[src/rtl/sle_pkg.sv]
// ----------------------------------------------------------------------------
// Serial line editor package
// Payload types, command codes and character constants.
// ----------------------------------------------------------------------------
package sle_pkg;

  localparam int CFG_IDX_W = 1;

  localparam logic [7:0] CH_BS  = 8'h08;
  localparam logic [7:0] CH_DEL = 8'h7F;
  localparam logic [7:0] CH_SP  = 8'h20;
  localparam logic [7:0] CH_CR  = 8'h0D;
  localparam logic [7:0] CH_LF  = 8'h0A;

  localparam logic [7:0] MAX_LENGTH_RST  = 8'd32;
  localparam logic [7:0] DRAIN_TICKS_RST = 8'd20;

  typedef enum logic [CFG_IDX_W-1:0] {
    CFG_MAX_LENGTH  = 1'b0,
    CFG_DRAIN_TICKS = 1'b1
  } sle_cfg_t;

  typedef enum logic [1:0] {
    OP_CHAR  = 2'd0,
    OP_LINE  = 2'd1,
    OP_ERASE = 2'd2
  } sle_op_t;

  typedef struct packed {
    logic       req_type;
    logic [7:0] rx_byte;
  } sle_req_t;

  typedef struct packed {
    logic [7:0] tx_byte;
    logic       store_valid;
    logic [7:0] store_index;
    logic [7:0] store_char;
    logic       erase;
    logic       line_done;
    logic [7:0] line_length;
    logic       last;
  } sle_rsp_t;

  typedef struct packed {
    sle_op_t    op;
    logic [7:0] ch;
    logic [7:0] pos;
    logic [7:0] len;
  } sle_cmd_t;

  typedef struct packed {
    logic     push;
    sle_cmd_t cmd;
  } sle_push_t;

  typedef struct packed {
    logic full;
    logic empty;
  } sle_qstat_t;

endpackage

[src/rtl/sle_queue.sv]
// ----------------------------------------------------------------------------
// Serial line editor command queue
// Short FIFO of echo commands between the front and back ends.
// ----------------------------------------------------------------------------
module sle_queue import sle_pkg::*; #(
  parameter int DEPTH = 4
) (
  input  logic       clk,
  input  logic       rst,
  input  sle_push_t  wr,
  input  logic       pop,
  output sle_cmd_t   head,
  output sle_qstat_t stat
);

  localparam int PTR_W = $clog2(DEPTH);
  localparam int CNT_W = $clog2(DEPTH + 1);

  sle_cmd_t          mem [DEPTH];
  logic [PTR_W-1:0]  wr_ptr;
  logic [PTR_W-1:0]  rd_ptr;
  logic [CNT_W-1:0]  count;

  function automatic logic [PTR_W-1:0] ptr_inc(input logic [PTR_W-1:0] p);
    ptr_inc = (p == PTR_W'(DEPTH - 1)) ? '0 : p + PTR_W'(1);
  endfunction

  assign head       = mem[rd_ptr];
  assign stat.full  = (count == CNT_W'(DEPTH));
  assign stat.empty = (count == '0);

  always_ff @(posedge clk) begin
    if (wr.push) begin
      mem[wr_ptr] <= wr.cmd;
    end
  end

  always_ff @(posedge clk) begin
    if (rst) begin
      wr_ptr <= '0;
      rd_ptr <= '0;
      count  <= '0;
    end else begin
      if (wr.push) begin
        wr_ptr <= ptr_inc(wr_ptr);
      end
      if (pop) begin
        rd_ptr <= ptr_inc(rd_ptr);
      end
      if (wr.push && !pop) begin
        count <= count + CNT_W'(1);
      end else if (pop && !wr.push) begin
        count <= count - CNT_W'(1);
      end
    end
  end

endmodule

[src/rtl/sle_front.sv]
// ----------------------------------------------------------------------------
// Serial line editor front end
// Accepts bytes and ticks, keeps line length and drain window, issues
// echo commands.
// ----------------------------------------------------------------------------
module sle_front import sle_pkg::*; (
  input  logic                 clk,
  input  logic                 rst,
  input  logic                 req_valid,
  input  sle_req_t             req_data,
  output logic                 req_stall,
  input  logic                 cfg_valid,
  input  logic [CFG_IDX_W-1:0] cfg_index,
  input  logic [7:0]           cfg_data,
  input  sle_qstat_t           qstat,
  output sle_push_t            wr
);

  logic [7:0] max_length;
  logic [7:0] drain_ticks;
  logic [7:0] current_length;
  logic [7:0] current_length_next;
  logic [7:0] drain_remaining;
  logic [7:0] drain_remaining_next;
  logic       accept;
  logic [7:0] ch;

  assign req_stall = qstat.full;
  assign accept    = req_valid && !qstat.full;
  assign ch        = req_data.rx_byte;

  always_comb begin
    current_length_next  = current_length;
    drain_remaining_next = drain_remaining;
    wr.push              = 1'b0;
    wr.cmd.op            = OP_CHAR;
    wr.cmd.ch            = ch;
    wr.cmd.pos           = current_length;
    wr.cmd.len           = current_length;
    priority if (req_data.req_type) begin
      if (drain_remaining != 8'd0) begin
        drain_remaining_next = drain_remaining - 8'd1;
      end
    end else if (drain_remaining != 8'd0) begin
      drain_remaining_next = 8'd0;
    end else if (ch == CH_CR || ch == CH_LF) begin
      wr.push              = accept;
      wr.cmd.op            = OP_LINE;
      current_length_next  = 8'd0;
      drain_remaining_next = drain_ticks;
    end else if (ch == CH_BS || ch == CH_DEL) begin
      if (current_length != 8'd0) begin
        wr.push             = accept;
        wr.cmd.op           = OP_ERASE;
        wr.cmd.len          = current_length - 8'd1;
        current_length_next = current_length - 8'd1;
      end
    end else if (ch >= CH_SP && ch < CH_DEL && current_length < max_length) begin
      wr.push             = accept;
      wr.cmd.op           = OP_CHAR;
      wr.cmd.len          = current_length + 8'd1;
      current_length_next = current_length + 8'd1;
    end else begin
      // drop: line full, control byte or high byte
      current_length_next = current_length;
    end
  end

  always_ff @(posedge clk) begin
    if (rst) begin
      max_length      <= MAX_LENGTH_RST;
      drain_ticks     <= DRAIN_TICKS_RST;
      current_length  <= 8'd0;
      drain_remaining <= 8'd0;
    end else begin
      if (cfg_valid) begin
        unique case (cfg_index)
          CFG_MAX_LENGTH:  max_length  <= cfg_data;
          CFG_DRAIN_TICKS: drain_ticks <= cfg_data;
          default: ;
        endcase
      end
      if (accept) begin
        current_length  <= current_length_next;
        drain_remaining <= drain_remaining_next;
      end
    end
  end

endmodule

[src/rtl/sle_back.sv]
// ----------------------------------------------------------------------------
// Serial line editor back end
// Expands each echo command into its result beats behind an output register.
// ----------------------------------------------------------------------------
module sle_back import sle_pkg::*; (
  input  logic       clk,
  input  logic       rst,
  input  sle_cmd_t   head,
  input  sle_qstat_t qstat,
  output logic       pop,
  output logic       rsp_valid,
  output sle_rsp_t   rsp_data,
  input  logic       rsp_stall
);

  sle_cmd_t   cur;
  logic       cur_valid;
  logic [1:0] step;
  sle_rsp_t   beat;
  logic       load;
  logic       take;
  logic       done_cur;

  always_comb begin
    beat             = '0;
    beat.line_length = cur.len;
    unique case (cur.op)
      OP_CHAR: begin
        beat.tx_byte     = cur.ch;
        beat.store_valid = 1'b1;
        beat.store_index = cur.pos;
        beat.store_char  = cur.ch;
        beat.last        = 1'b1;
      end
      OP_LINE: begin
        beat.tx_byte   = (step == 2'd0) ? CH_CR : CH_LF;
        beat.line_done = (step != 2'd0);
        beat.last      = (step != 2'd0);
      end
      OP_ERASE: begin
        beat.tx_byte = (step == 2'd1) ? CH_SP : CH_BS;
        beat.erase   = (step == 2'd0);
        beat.last    = (step == 2'd2);
      end
      default: begin
        beat.last = 1'b1;
      end
    endcase
  end

  assign load     = !rsp_valid || !rsp_stall;
  assign take     = cur_valid && load;
  assign done_cur = take && beat.last;
  assign pop      = !qstat.empty && (!cur_valid || done_cur);

  always_ff @(posedge clk) begin
    if (rst) begin
      rsp_valid <= 1'b0;
      cur_valid <= 1'b0;
      step      <= 2'd0;
    end else begin
      if (load) begin
        rsp_valid <= cur_valid;
      end
      if (take) begin
        step <= beat.last ? 2'd0 : step + 2'd1;
      end
      if (pop) begin
        cur_valid <= 1'b1;
      end else if (done_cur) begin
        cur_valid <= 1'b0;
      end
    end
  end

  always_ff @(posedge clk) begin
    if (take) begin
      rsp_data <= beat;
    end
    if (pop) begin
      cur <= head;
    end
  end

endmodule

[src/rtl/serial_line_editor_echo.sv]
// ----------------------------------------------------------------------------
// Serial line editor with echo
// Edits one console line from received bytes and timer ticks and returns
// the echo beats.
//
//   channel  direction  handshake           beat
//   req      in         req_valid/stall     sle_req_t (byte or tick)
//   rsp      out        rsp_valid/stall     sle_rsp_t (one echo byte)
//   cfg      in         cfg_valid/ready     index + data, always ready
//
// The front end takes one item per cycle while the queue has room.
// The back end sends one beat per cycle while commands wait and rsp_stall is
// low: a printable byte gives one beat, a line end two (CR, LF) and an erase
// byte three (BS, SP, BS); ticks and dropped bytes give no beat.
// Reset clears the line and drain window and loads max_length 32 and
// drain_ticks 20. rsp_stall holds the output beat; req_stall rises only when
// the command queue is full.
// ----------------------------------------------------------------------------
module serial_line_editor_echo import sle_pkg::*; #(
  parameter int QUEUE_DEPTH = 4
) (
  input  logic                 clk,
  input  logic                 rst,
  input  logic                 req_valid,
  input  sle_req_t             req_data,
  output logic                 req_stall,
  output logic                 rsp_valid,
  output sle_rsp_t             rsp_data,
  input  logic                 rsp_stall,
  input  logic                 cfg_valid,
  output logic                 cfg_ready,
  input  logic [CFG_IDX_W-1:0] cfg_index,
  input  logic [7:0]           cfg_data
);

  sle_push_t  wr;
  sle_qstat_t qstat;
  sle_cmd_t   head;
  logic       pop;

  assign cfg_ready = 1'b1;

  sle_front u_front (
    .clk       (clk),
    .rst       (rst),
    .req_valid (req_valid),
    .req_data  (req_data),
    .req_stall (req_stall),
    .cfg_valid (cfg_valid),
    .cfg_index (cfg_index),
    .cfg_data  (cfg_data),
    .qstat     (qstat),
    .wr        (wr)
  );

  sle_queue #(
    .DEPTH (QUEUE_DEPTH)
  ) u_queue (
    .clk  (clk),
    .rst  (rst),
    .wr   (wr),
    .pop  (pop),
    .head (head),
    .stat (qstat)
  );

  sle_back u_back (
    .clk       (clk),
    .rst       (rst),
    .head      (head),
    .qstat     (qstat),
    .pop       (pop),
    .rsp_valid (rsp_valid),
    .rsp_data  (rsp_data),
    .rsp_stall (rsp_stall)
  );

endmodule

[config.mk]
export PLATFORM = sky130hd
export DESIGN_NAME = serial_line_editor_echo
export DESIGN_NICKNAME = d
export VERILOG_FILES = /design/src/rtl/sle_pkg.sv /design/src/rtl/sle_queue.sv /design/src/rtl/sle_front.sv /design/src/rtl/sle_back.sv /design/src/rtl/serial_line_editor_echo.sv
export SDC_FILE = /design/constraint.sdc
export NUM_CORES = 1
export LEC_CHECK = 0
export ABC_AREA = 0
export BUFFER_PORTS_ARGS = -buffer_cell sky130_fd_sc_hd__buf_4
export CORE_ASPECT_RATIO = 1.5
export CORE_MARGIN = 3
export CORE_UTILIZATION = 23
export CTS_CLUSTER_SIZE = 30
export DETAILED_ROUTE_END_ITERATION = 12
export SLEW_MARGIN = 20
export SYNTH_ARGS = -nofsm -noshare
export SYNTH_HDL_FRONTEND = slang
export SYNTH_HIERARCHICAL = 1
export SYNTH_SLANG_ARGS = --single-unit
[constraint.sdc]
create_clock -name clk -period 10.2 [get_ports clk]
set_input_delay 0.51 -clock clk [delete_from_list [all_inputs] [get_ports clk]]
set_output_delay 0.51 -clock clk [all_outputs]
set_load 0.005 [all_outputs]
==> results.md, run 1 <==
* Final Max Slew Viols at 0
* Yosys cell types at 77
* Number of buffers added on ports at 60
* Crit-path max cell delay at about 0.67 ns
* Grt ovf at 0
* Logic pwr share at 23.7%
* Share of cells above drive strength 1 at 19.3%
* # diodes at 0
* NetSw at 0.000773 W
* Max Root-Sink Buffers at 3
* Storage element area at roughly 0.006 sq mm
* Commonest non-fill, non-tap cell in the layout: edfxtp_1
* P_int at 0.00196 W
* Die area at 0.0417 sq mm
* CTS resizes at 0
* Worst-skew pair later-pin latency at 0.50 ns
* Leak at 3.77 nW
* Die height at 249 microns
* # fillers at 3926
* HP Class: input port to register
* Max FO, Critical Path at 17
* Reg2Reg Setup Slack at 6.24 ns
* Top FF cell, synth: edfxtp_1
* Seq/Total Area, Yosys at between 60% and 70%
* Area grow syn2layout at 18.8%
* Setup bufs post-CTS at 0
* Most frequent cells in the layout: edfxtp_1, buf_4, nand2_1, dfxtp_1
* Routed Antenna Nets at 0
* Avg Cell Area, Syn at 14.2 sq um
* Sequential power share at between 40% and 50%
* R2R depth at 12
* Drt drc at 0
* Initial antenna violation count at 0
* Startpoint Class: register
* Critical path required time at 10.63 ns
* TritonCTS Buffers at 23
* 1st-pass router iterations at 5
* Detailed placement HPWL at approximately 13 mm
* Final WS setup at 6.24 ns
* Worst Setup End Kind: register
* Measured slew at the worst slew-check pin at approximately 0.72 ns
* Num ports at between 60 and 70
* VDD IR max at a little over 100 uV
* Clk sinks at 211
* Row count at 88
* Final setup TNS at 0 ns
* Routed len/inst at 15.8 microns
* Cells after Synth at approximately 640
* Crit-path slowest cell: dfxtp_1
* Post-synth ARST share at 0%
* Overall routing resource usage at 9.02%
* Crit Reg-Reg Startpoint: u_front/current_length[5]
* Clk slew on worst S/H paths at 0.06 ns
* First-pass GRT wire length at around 30 mm
* Post-Syn Area at roughly 0.0090 sq mm
* Fmax at ~0.25 GHz
* Fin. Hold Viols at 0
* Fin crit period at between 3 and 4 ns
* CTS H-tree lvls at 1
* Seq cells post-synth at between 200 and 250
* Placed cell count at 1166
* Final setup viols at 0
* Clock power frac at 31.9%
* Final Cell Area at 0.0107 sq mm
* Setup Skew at around 0.01 ns
* Dominant cells by area after synthesis: edfxtp_1, dfxtp_1, mux4_2
* Timing endpoint of the critical path: u_queue/count[2]
* RePlAce Congestion at 0.854
* Sw frac at 28.2%
* Drt first-iter violations at approximately 310
* CP Class: register to register
* Hold bufs inserted after CTS at 0
* CP arrival at between 4 and 5 ns
* Drt total wl at 19.0 mm
* Final non-filler cell total at 1206
* Hold_ws at 0.220 ns
* Pwr dens at 255 mW/mm^2
* Outcome: complete, no violations
* Mapped Nets at 686
* R2r endpoint: u_queue/count[2]
* Nets at 745
* Placed cell areas at between 0.009 and 0.01 sq mm
* # Max-Cap Violations at 0
* Tcrit/Tclk final at 38.8%
* Number of synthesized flops with an enable pin at approximately 170
* Ys Warns at 6
* RSZ-0062 raised after global routing: no
* Most used cell, CP: ha_1
* Initial Util at 23.3%
* Multi-input logic area at roughly 0.0028 sq mm
* Largest net degree at the start of global routing at 43
* Slew HR at 51.6%
* Vias in the first global route at 5381
* Clock root buffer: clkbuf_16
* Leading area contributor after synthesis: edfxtp_1
* Area of the core at between 0.03 and 0.04 sq mm
* DR vias at 5256
* CTS tree: built
* Crit path launch: u_front/current_length[5]
* Yosys top cell area share at 55.3%
* Die width at 168 microns
* Worst path cell trace: ha_1, and3_4, a2111o_1, nor2_1, o21ai_0, a31oi_1, ha_1, inv_1, fa_1, xor2_1, or3_1, a21oi_1
* Setup WS pre-CTS at 6.22 ns
* Vias/cell at 4.36
==> worst min path at each step <==
stage                    from                    end  cells past startpoint
3_3_place_gp   u_back/beat[7]     u_back/rsp_data[7]                      0
3_5_place_dp   u_back/beat[7]     u_back/rsp_data[7]                      0
6_report          cfg_data[5]  u_front/max_length[5]                      2
2_1_floorplan  u_back/beat[1]     u_back/rsp_data[1]                      0
4_1_cts           cfg_data[5]  u_front/max_length[5]                      2
5_1_grt           cfg_data[5]  u_front/max_length[5]                      2
==> area by class of cell <==
class,instances,area share (%)
repair buffers,68,4.76
well taps,495,5.78
multi-input cells,362,26.1
clock buffers,26,5.47
clock inverters,14,1.93
flip-flops and latches,211,54.9
inverters,30,1.05
==> metrics by stage <==
stage,util (%),total power [W]
2_1_floorplan,-,0.00167
4_1_cts,27.7,0.00279
3_3_place_gp,25.7,0.00190
3_5_place_dp,25.7,0.00190
6_report,27.7,0.00274
5_1_grt,27.7,0.00290
==> cell families (layout without fill, tap and decap cells) <==
logic type | Yosys count | in the layout | share of synthesized area, %
DFF | 211 | 211 | 65.2
xor gates and xnor gates | 8 | 8 | 0.777
muxes | 31 | 31 | 7.30
adders and majority gates | 26 | 26 | 3.69
AOI/OAI and AO/OA | 123 | 123 | 9.25
buffers and inverters | 64 | 138 | 3.80
other | 1 | 1 | 0.0416
and+or+nand+nor | 173 | 173 | 9.90
==> routing by layer <==
| layer | part of all wire, % | wire, microns | GRT usage [%] | vias to the layer above |
|---|---|---|---|---|
| li1 | - | - | - | 2528 |
| met1 | 40 | 7580 | 10.3 | 2569 |
| met2 | 51 | 9700 | 16.1 | 125 |
| met3 | 5.7 | 1090 | 1.97 | 34 |
| met4 | 3.4 | 653 | 3.84 | 0 |
| met5 | 0 | 0 | 0 | - |
==> registers in the layout, summed over array words and instances, names as in the netlist, named ones only <==
| signal | cells |
|---|---|
| u_queue/mem | 104 |
| u_front/drain_remaining | 8 |
| u_queue/count | 3 |
| u_back/rsp_valid | 1 |
| u_front/drain_ticks | 8 |
| u_back/step | 2 |
| u_front/max_length | 8 |
| u_front/current_length | 8 |
| u_queue/rd_ptr | 2 |
| u_back/beat | 8 |
| u_back/cur | 18 |
| u_back/rsp_data | 36 |
| u_queue/wr_ptr | 2 |
| u_back/cur_valid | 1 |
==> synthesized netlist by cell type, types with 11 or more instances <==
| library cell | number |
|---|---|
| dfxtp_1 | 45 |
| inv_1 | 30 |
| o21ai_0 | 18 |
| ha_1 | 25 |
| and2_1 | 24 |
| mux4_2 | 20 |
| nand2_1 | 53 |
| nor2_1 | 37 |
| clkbuf_1 | 12 |
| a21oi_1 | 37 |
| edfxtp_1 | 166 |
| buf_4 | 11 |
==> critical path: cells and delay by family, from the launching register on <==
kind,cells,cell delay [ns]
DFF,1,0.67
xor gates and xnor gates,1,0.15
adders and majority gates,3,0.99
and+or+nand+nor,3,0.62
buffers and inverters,1,0.06
AOI/OAI and AO/OA,4,1.38
==> power by group through the flow <==
stage	registers [W]	logic [W]	clock network, W
floorplan	0.00122	0.000454	0
global placement	0.00123	0.000661	0
detailed placement	0.00124	0.000666	0
CTS	0.00122	0.000669	0.000905
global route	0.00124	0.000729	0.000938
finish	0.00121	0.000649	0.000874
Power figures use the tool's default switching activity.
==> run 2: changes to the inputs <==
Clock period 10.2 ns to 3.47 ns, I/O delays scaled along.
==> run 2 against run 1 <==
Final cell count increased by 2.7%; cell area increased by 3.1%; total power increased to 2.9 times the previous value; utilization increased by 0.85 points; sequential power increased to 2.9 times the previous value; hold slack got worse by 0.16 ns; routed wire length increased by 1.7%; non-clock buffer count increased by 34; setup slack got worse by 6.0 ns; die area unchanged; critical path depth increased by 1; critical path type unchanged; largest power group unchanged.
==> results.md, run 2 (synthesis results as in run 1) <==
* Outcome: complete, no violations
* # Max-Cap Violations at 0 (unchanged)
* Final setup viols at 0 (unchanged)
* Fin. Hold Viols at 0 (unchanged)
* First-pass GRT wire length at 31.2 mm (+2.4%)
* Vias in the first global route at 5517 (+2.5%)
* Area of the core at 0.0386 sq mm (unchanged)
* Placed cell areas at 0.0101 sq mm (+1.8%)
* Sequential power share at 44.6% (+0.2 points)
* Crit-path slowest cell: a2111o_1
* R2r endpoint: u_queue/count[2]
* Initial antenna violation count at 0 (unchanged)
* Max Root-Sink Buffers at 3 (unchanged)
* Critical path required time at 3.91 ns (-6.72 ns)
* Number of buffers added on ports at 60 (unchanged)
* Leak at 3.93 nW (+4.3%)
* Final Max Slew Viols at 0 (unchanged)
* CP arrival at 3.64 ns (-0.75 ns)
* Clk slew on worst S/H paths at 0.06 ns (about the same)
* Die width at 168 microns (unchanged)
* Grt ovf at 0 (unchanged)
* Logic pwr share at 24.9% (+1.2 points)
* # diodes at 0 (unchanged)
* Setup Skew at 0.00813 ns (-0.00210 ns)
* HP Class: input port to register
* Reg2Reg Setup Slack at 0.28 ns (-5.97 ns)
* WHS Endpoint: u_front/max_length[3]
* Measured slew at the worst slew-check pin at 0.680 ns (-0.0409 ns)
* Tcrit/Tclk final at 92.0% (+53 points)
* Area grow syn2layout at 22.5%
* Clock power frac at 30.6% (-1.3 points)
* Initial Util at 23.3% (unchanged)
* Clock root buffer: clkbuf_16
* Setup bufs post-CTS at 0 (unchanged)
* Largest net degree at the start of global routing at 43 (unchanged)
* CTS H-tree lvls at 1 (unchanged)
* Final setup TNS at 0 ns (unchanged)
* Worst path cell trace: inv_1, ha_1, and3_4, a2111o_1, nor2_1, o21ai_0, a31oi_2, ha_1, inv_1, fa_1, xor2_1, or3_1, a21oi_1
* Crit-path max cell delay at 0.44 ns (-0.23 ns)
* RSZ-0062 raised after global routing: no
* DR vias at 5372 (+2.2%)
* CTS tree: built
* Hold path depth at 4 (+2)
* CP Class: register to register
* Worst Setup End Kind: register
* Drt total wl at 19.4 mm (+1.7%)
* NetSw at 0.00227 W (+190%)
* Drt first-iter violations at 353 (+15%)
* P_int at 0.00571 W (+190%)
* R2R depth at 13 (+1)
* Vias/cell at 4.34 (-0.52%)
* Sw frac at 28.4% (+0.20 points)
* RePlAce Congestion at 0.917 (+7.3%)
* Clk sinks at 211 (unchanged)
* Max FO, Critical Path at 3 (-14)
* 1st-pass router iterations at 5 (unchanged)
* Final Cell Area at 0.0110 sq mm (+3.1%)
* Fmax at 0.313 GHz (+24%)
* Detailed placement HPWL at 13.7 mm (+3.7%)
* Register name with the most flops: u_queue/mem
* Routed Antenna Nets at 0 (unchanged)
* Drt drc at 0 (unchanged)
* Routed len/inst at 15.6 microns (-0.97%)
* Die height at 249 microns (unchanged)
* Commonest non-fill, non-tap cell in the layout: edfxtp_1
* Most frequent cells in the layout: edfxtp_1, buf_4, nand2_1, dfxtp_1
* Worst-skew pair later-pin latency at 0.52 ns (+0.02 ns)
* Pwr dens at 723 mW/mm^2 (+180%)
* Slew HR at 54.2% (+2.7 points)
* Row count at 88 (unchanged)
* Share of cells above drive strength 1 at 20.8% (+1.6 points)
* VDD IR max at 398 uV (+290%)
* Overall routing resource usage at 9.27% (+0.25 points)
* TritonCTS Buffers at 23 (unchanged)
* Biggest regs: u_queue/mem x104, u_back/rsp_data x36, u_back/cur x18
* Max reg flops at 104 (unchanged)
* Nets at 779 (+4.6%)
* Die area at 0.0417 sq mm (unchanged)
* Crit Reg-Reg Startpoint: u_front/max_length[7]
* Hold_ws at 0.0612 ns (-0.159 ns)
* Hold Startpoint: cfg_index
* Startpoint Class: register
* Num ports at 62 (unchanged)
* Fin crit period at 3.19 ns (-0.764 ns)
==> run 2: changes by cell type in the layout (fill, tap and decap cells not counted), sizes merged <==
cell	before	now
clkinv	7	4
bufinv	5	1
dlygate4sd3	0	17
buf	68	85
clkbuf	26	32
==> run 2: per-stage QoR <==
stage / util, % / setup slack [ns] / std cells / power, W
after floorplan: - / 0.170 / 637 / 0.00492
after global placement: 26.1 / 0.260 / 1183 / 0.00562
after detailed placement: 26.1 / 0.218 / 1183 / 0.00564
after CTS: 28.6 / 0.199 / 1239 / 0.00816
after global routing: 28.6 / 0.0448 / 1239 / 0.00849
final: 28.6 / 0.276 / 1239 / 0.00798
==> run 2: area by class of cell <==
class                   instances  area (sq um)
clock buffers                  32           703
repair buffers                102           858
clock inverters                 7          65.1
inverters                      30           113
multi-input cells             362          2810
fillers                      3893         27600
well taps                     495           619
flip-flops and latches        211          5890
==> run 2: per-layer routing <==
layer / GRT usage (%) / up-vias / wire, microns
li1: - / 2594 / -
met2: 16.6 / 120 / 9990
met3: 1.62 / 42 / 908
met5: 0 / - / 0
met4: 3.84 / 0 / 603
met1: 10.9 / 2616 / 7850
==> run 2: power by group through the flow <==
stage | sequential [W] | combinational [W] | clock [W]
floorplan | 0.00358 | 0.00133 | 0
global placement | 0.00362 | 0.00200 | 0
detailed placement | 0.00362 | 0.00202 | 0
CTS | 0.00357 | 0.00204 | 0.00254
global route | 0.00361 | 0.00223 | 0.00265
finish | 0.00356 | 0.00199 | 0.00244
==> run 2: how the worst max path moves through the flow <==
stage	from	endpoint	slack, ns	cells past startpoint
6_report	u_front/max_length[7]	u_queue/count[2]	0.28	13
5_1_grt	u_front/max_length[7]	u_queue/count[2]	0.04	13
4_1_cts	u_front/max_length[7]	u_queue/count[2]	0.20	13
3_5_place_dp	u_front/max_length[7]	u_queue/count[2]	0.22	13
3_3_place_gp	u_front/max_length[7]	u_queue/count[2]	0.26	13
2_1_floorplan	u_front/current_length[7]	u_queue/count[2]	0.17	12
==> run 2: timing repair <==
item | CTS | global route
gates resized for setup | 0 | 1
endpoints found under the setup margin | 0 | 1
hold buffers | 17 | 0
hold endpoints to repair | 50 | 0
==> run 2: critical path: cells and delay by family, from the launching register on <==
kind	cells	cell delay [ns]
DFF	1	0.33
xor gates and xnor gates	1	0.15
buffers and inverters	2	0.11
AOI/OAI and AO/OA	4	1.04
and+or+nand+nor	3	0.61
adders and majority gates	3	0.88
==> run 3: changes to the inputs <==
Settings changed: ABC_AREA 0 to 1, CAP_MARGIN set to 20.
==> run 3 against run 2 <==
Clock power down 11%; critical endpoint unchanged; largest power group unchanged; highest routed layer unchanged; critical path depth up 6; utilization down 0.65 points; register-to-register slack better by 0.13 ns; setup slack better by 0.13 ns.
==> results.md, run 3 <==
* Max Root-Sink Buffers at 3 (unchanged)
* Share of cells above drive strength 1 at 15.1% (-5.8 points)
* Seq/Total Area, Yosys at 64.9% (-0.35 points)
* Most used cell, CP: nand2_1
* VDD IR max at 427 uV (+7.1%)
* Final setup TNS at 0 ns (unchanged)
* Ys Warns at 6 (unchanged)
* Worst-skew pair later-pin latency at 0.50 ns (-0.02 ns)
* Crit-path slowest cell: dfxtp_1
* Most frequent cell after synthesis: edfxtp_1
* HP Class: input port to register
* Area of the core at 0.0388 sq mm (+0.28%)
* Worst path cell trace: ha_1, nand2_1, nand2_1, nand2_1, nand2_1, nand2_1, nand3_1, nand2_1, o21ai_1, inv_1, ha_1, inv_1, fa_1, inv_1, nand2_1, nand3_1, nand2_1, inv_1, nor2_1
* Register name with the most flops: u_queue/mem
* Initial antenna violation count at 0 (unchanged)
* DR vias at 5935 (+10%)
* Die height at 249 microns (+0.26%)
* Number of synthesized flops with an enable pin at 166 (unchanged)
* Number of buffers added on ports at 60 (unchanged)
* Clk sinks at 211 (unchanged)
* Worst Setup End Kind: register
* Die width at 168 microns (+0.26%)
* CTS tree: built
* Clk slew on worst S/H paths at 0.06 ns (about the same)
* Num ports at 62 (unchanged)
* # Max-Cap Violations at 0 (unchanged)
* Startpoint Class: register
* Critical path required time at 3.87 ns (-0.04 ns)
* Drt total wl at 19.0 mm (-1.9%)
* Cells after Synth at 835 (+31%)
* Row count at 88 (unchanged)
* # diodes at 0 (unchanged)
* Drt drc at 0 (unchanged)
* CP Class: register to register
* Largest net degree at the start of global routing at 53 (+23%)
* CP top delay family: simple AND/OR/NAND/NOR gates
* Fin. Hold Viols at 0 (unchanged)
* Met2 wire length at 9.92 mm (-0.74%)
* Leading area contributor after synthesis: edfxtp_1
* Leak at 4.24 nW (+7.9%)
* Met3 wire len at 971 microns (+6.9%)
* 1st-pass router iterations at 5 (unchanged)
* Post-Route M1 WL at 7.57 mm (-3.6%)
* Max reg flops at 104 (unchanged)
* Yosys top cell area share at 55.0% (-0.30 points)
* Measured slew at the worst slew-check pin at 0.684 ns (+0.00369 ns)
* Tcrit/Tclk final at 88.2% (-3.8 points)
* Routed len/inst at 13.3 microns (-15%)
* Nets at 964 (+24%)
* Dominant cells by area after synthesis: edfxtp_1, dfxtp_1, nand2_1
* CTS resizes at 0 (unchanged)
* Top FF cell, synth: edfxtp_1
* Hold Startpoint: cfg_index
* Most frequent cells after synthesis: edfxtp_1, nand2_1, nor2_1, inv_1, o21ai_0
* Fmax at 0.327 GHz (+4.3%)
* Grt ovf at 0 (unchanged)
* Area grow syn2layout at 19.4%
* Routed Antenna Nets at 0 (unchanged)
* Clock root buffer: clkbuf_16
* Initial Util at 23.4% (+0.060 points)
* Hold_ws at 0.0482 ns (-0.0131 ns)
* Detailed placement HPWL at 13.0 mm (-4.9%)
* CP arrival at 3.46 ns (-0.18 ns)
* Number of buffers and inverters on the critical path at 4 (+2)
* TritonCTS Buffers at 21 (-8.7%)
* Avg Cell Area, Syn at 10.9 sq um (-23%)
* Commonest non-fill, non-tap cell in the layout: edfxtp_1
* Crit path launch: u_front/current_length[1]
* Post-synth ARST share at 0% (unchanged)
* Top sig layer: met4
* Max FO, Critical Path at 12 (+9)
* Setup Skew at 0.0275 ns (+0.0194 ns)
* Slew HR at 54.4% (+0.17 points)
* Pwr dens at 746 mW/mm^2 (+3.3%)
* Reg2Reg Setup Slack at 0.41 ns (+0.13 ns)
* Final setup viols at 0 (unchanged)
* Vias/cell at 4.17 (-3.9%)
* Crit Reg-Reg Startpoint: u_front/current_length[1]
* CTS H-tree lvls at 1 (unchanged)
* RePlAce Congestion at 0.798 (-13%)
* Mapped Nets at 884 (+29%)
* Crit-path max cell delay at 0.52 ns (+0.08 ns)
* Post-Syn Area at 0.00907 sq mm (+0.54%)
* Seq cells post-synth at 211 (unchanged)
* RSZ-0062 raised after global routing: no
* Fin crit period at 3.06 ns (-0.132 ns)
* # fillers at 4037 (+3.7%)
* Outcome: complete, no violations
* Biggest regs: u_queue/mem x104, u_back/rsp_data x36, u_back/cur x18
* First-pass GRT wire length at 30.4 mm (-2.5%)
* Vias in the first global route at 5904 (+7.0%)
* Drt first-iter violations at 351 (-0.57%)
* Most frequent cells in the layout: edfxtp_1, nand2_1, nor2_1, inv_1, buf_4
* Die area at 0.0419 sq mm (+0.52%)
* Final Max Slew Viols at 0 (unchanged)
* Overall routing resource usage at 8.86% (-0.41 points)
* Yosys cell types at 39 (-49%)
run 3: worst paths after layout:
kind / endpoint / depth (start not counted)
worst min-delay path: u_front/max_length[5] / 3
worst min register to register: u_back/rsp_data[8] / 0
worst max-delay path: u_queue/count[2] / 19
worst max register to register: u_queue/count[2] / 19
run 3: report_power, final:
| part | switching [W] | internal (W) | leakage, nW | total (W) |
|---|---|---|---|---|
| Clock | 0.000914 | 0.00126 | 0.321 | 0.00217 |
| Combinational | 0.00149 | 0.000818 | 2.00 | 0.00231 |
| Sequential | 0.000194 | 0.00341 | 1.92 | 0.00360 |
| Total | 0.00260 | 0.00548 | 4.24 | 0.00808 |
run 3: logic make-up (layout without fill, tap and decap cells):
kind of cell               Yosys count  count (layout)  synth area share, %
and+or+nand+nor                    289             289                 13.7
DFF                                211             211                 64.9
AOI/OAI and AO/OA                  166             166                 10.0
buffers and inverters              135             229                 6.97
adders and majority gates           26              26                 3.67
xor gates and xnor gates             7               7                0.676
other                                1               1               0.0413
run 3: per-layer routing:
| metal | track usage [%] | vias up |
|---|---|---|
| met1 | 10.1 | 2776 |
| met4 | 3.09 | 0 |
| met2 | 16.6 | 131 |
| met3 | 1.40 | 28 |
| met5 | 0 | - |
| li1 | - | 3000 |
run 3: repair_timing:
| item | in CTS | in global routing |
|---|---|---|
| setup buffers | 0 | 0 |
| hold endpoints to repair | 49 | 0 |
| hold buffers | 17 | 0 |
run 3: stage by stage:
step | utilization (%) | setup WS (ns) | instances | area (sq um) | total power, W
4_1_cts | 27.9 | 0.415 | 1424 | 10800 | 0.00822
2_1_floorplan | - | 0.313 | 835 | 9070 | 0.00528
3_3_place_gp | 25.8 | 0.483 | 1370 | 10000 | 0.00596
6_report | 27.9 | 0.408 | 1424 | 10800 | 0.00808
3_5_place_dp | 25.8 | 0.419 | 1370 | 10000 | 0.00601
5_1_grt | 27.9 | 0.0994 | 1424 | 10800 | 0.00864
run 3: final cells by class:
| class | instances | area [sq um] | area share [%] |
|---|---|---|---|
| Timing Repair Buffer | 92 | 733 | 6.77 |
| Tap cell | 495 | 619 | 5.72 |
| Inverter | 100 | 379 | 3.50 |
| Multi-Input combinational cell | 489 | 2560 | 23.6 |
| Sequential cell | 211 | 5890 | 54.4 |
| Clock inverter | 14 | 123 | 1.13 |
| Clock buffer | 23 | 533 | 4.92 |
run 3: worst register-to-register path, cell delays in order (launching register included):
cell and delay (ns):
dfxtp_1 0.52, ha_1 0.29, nand2_1 0.06, nand2_1 0.05
nand2_1 0.05, nand2_1 0.05, nand2_1 0.25, nand3_1 0.26
nand2_1 0.20, o21ai_1 0.10, inv_1 0.16, ha_1 0.19
inv_1 0.07, fa_1 0.39, inv_1 0.07, nand2_1 0.06
nand3_1 0.07, nand2_1 0.05, inv_1 0.05, nor2_1 0.04
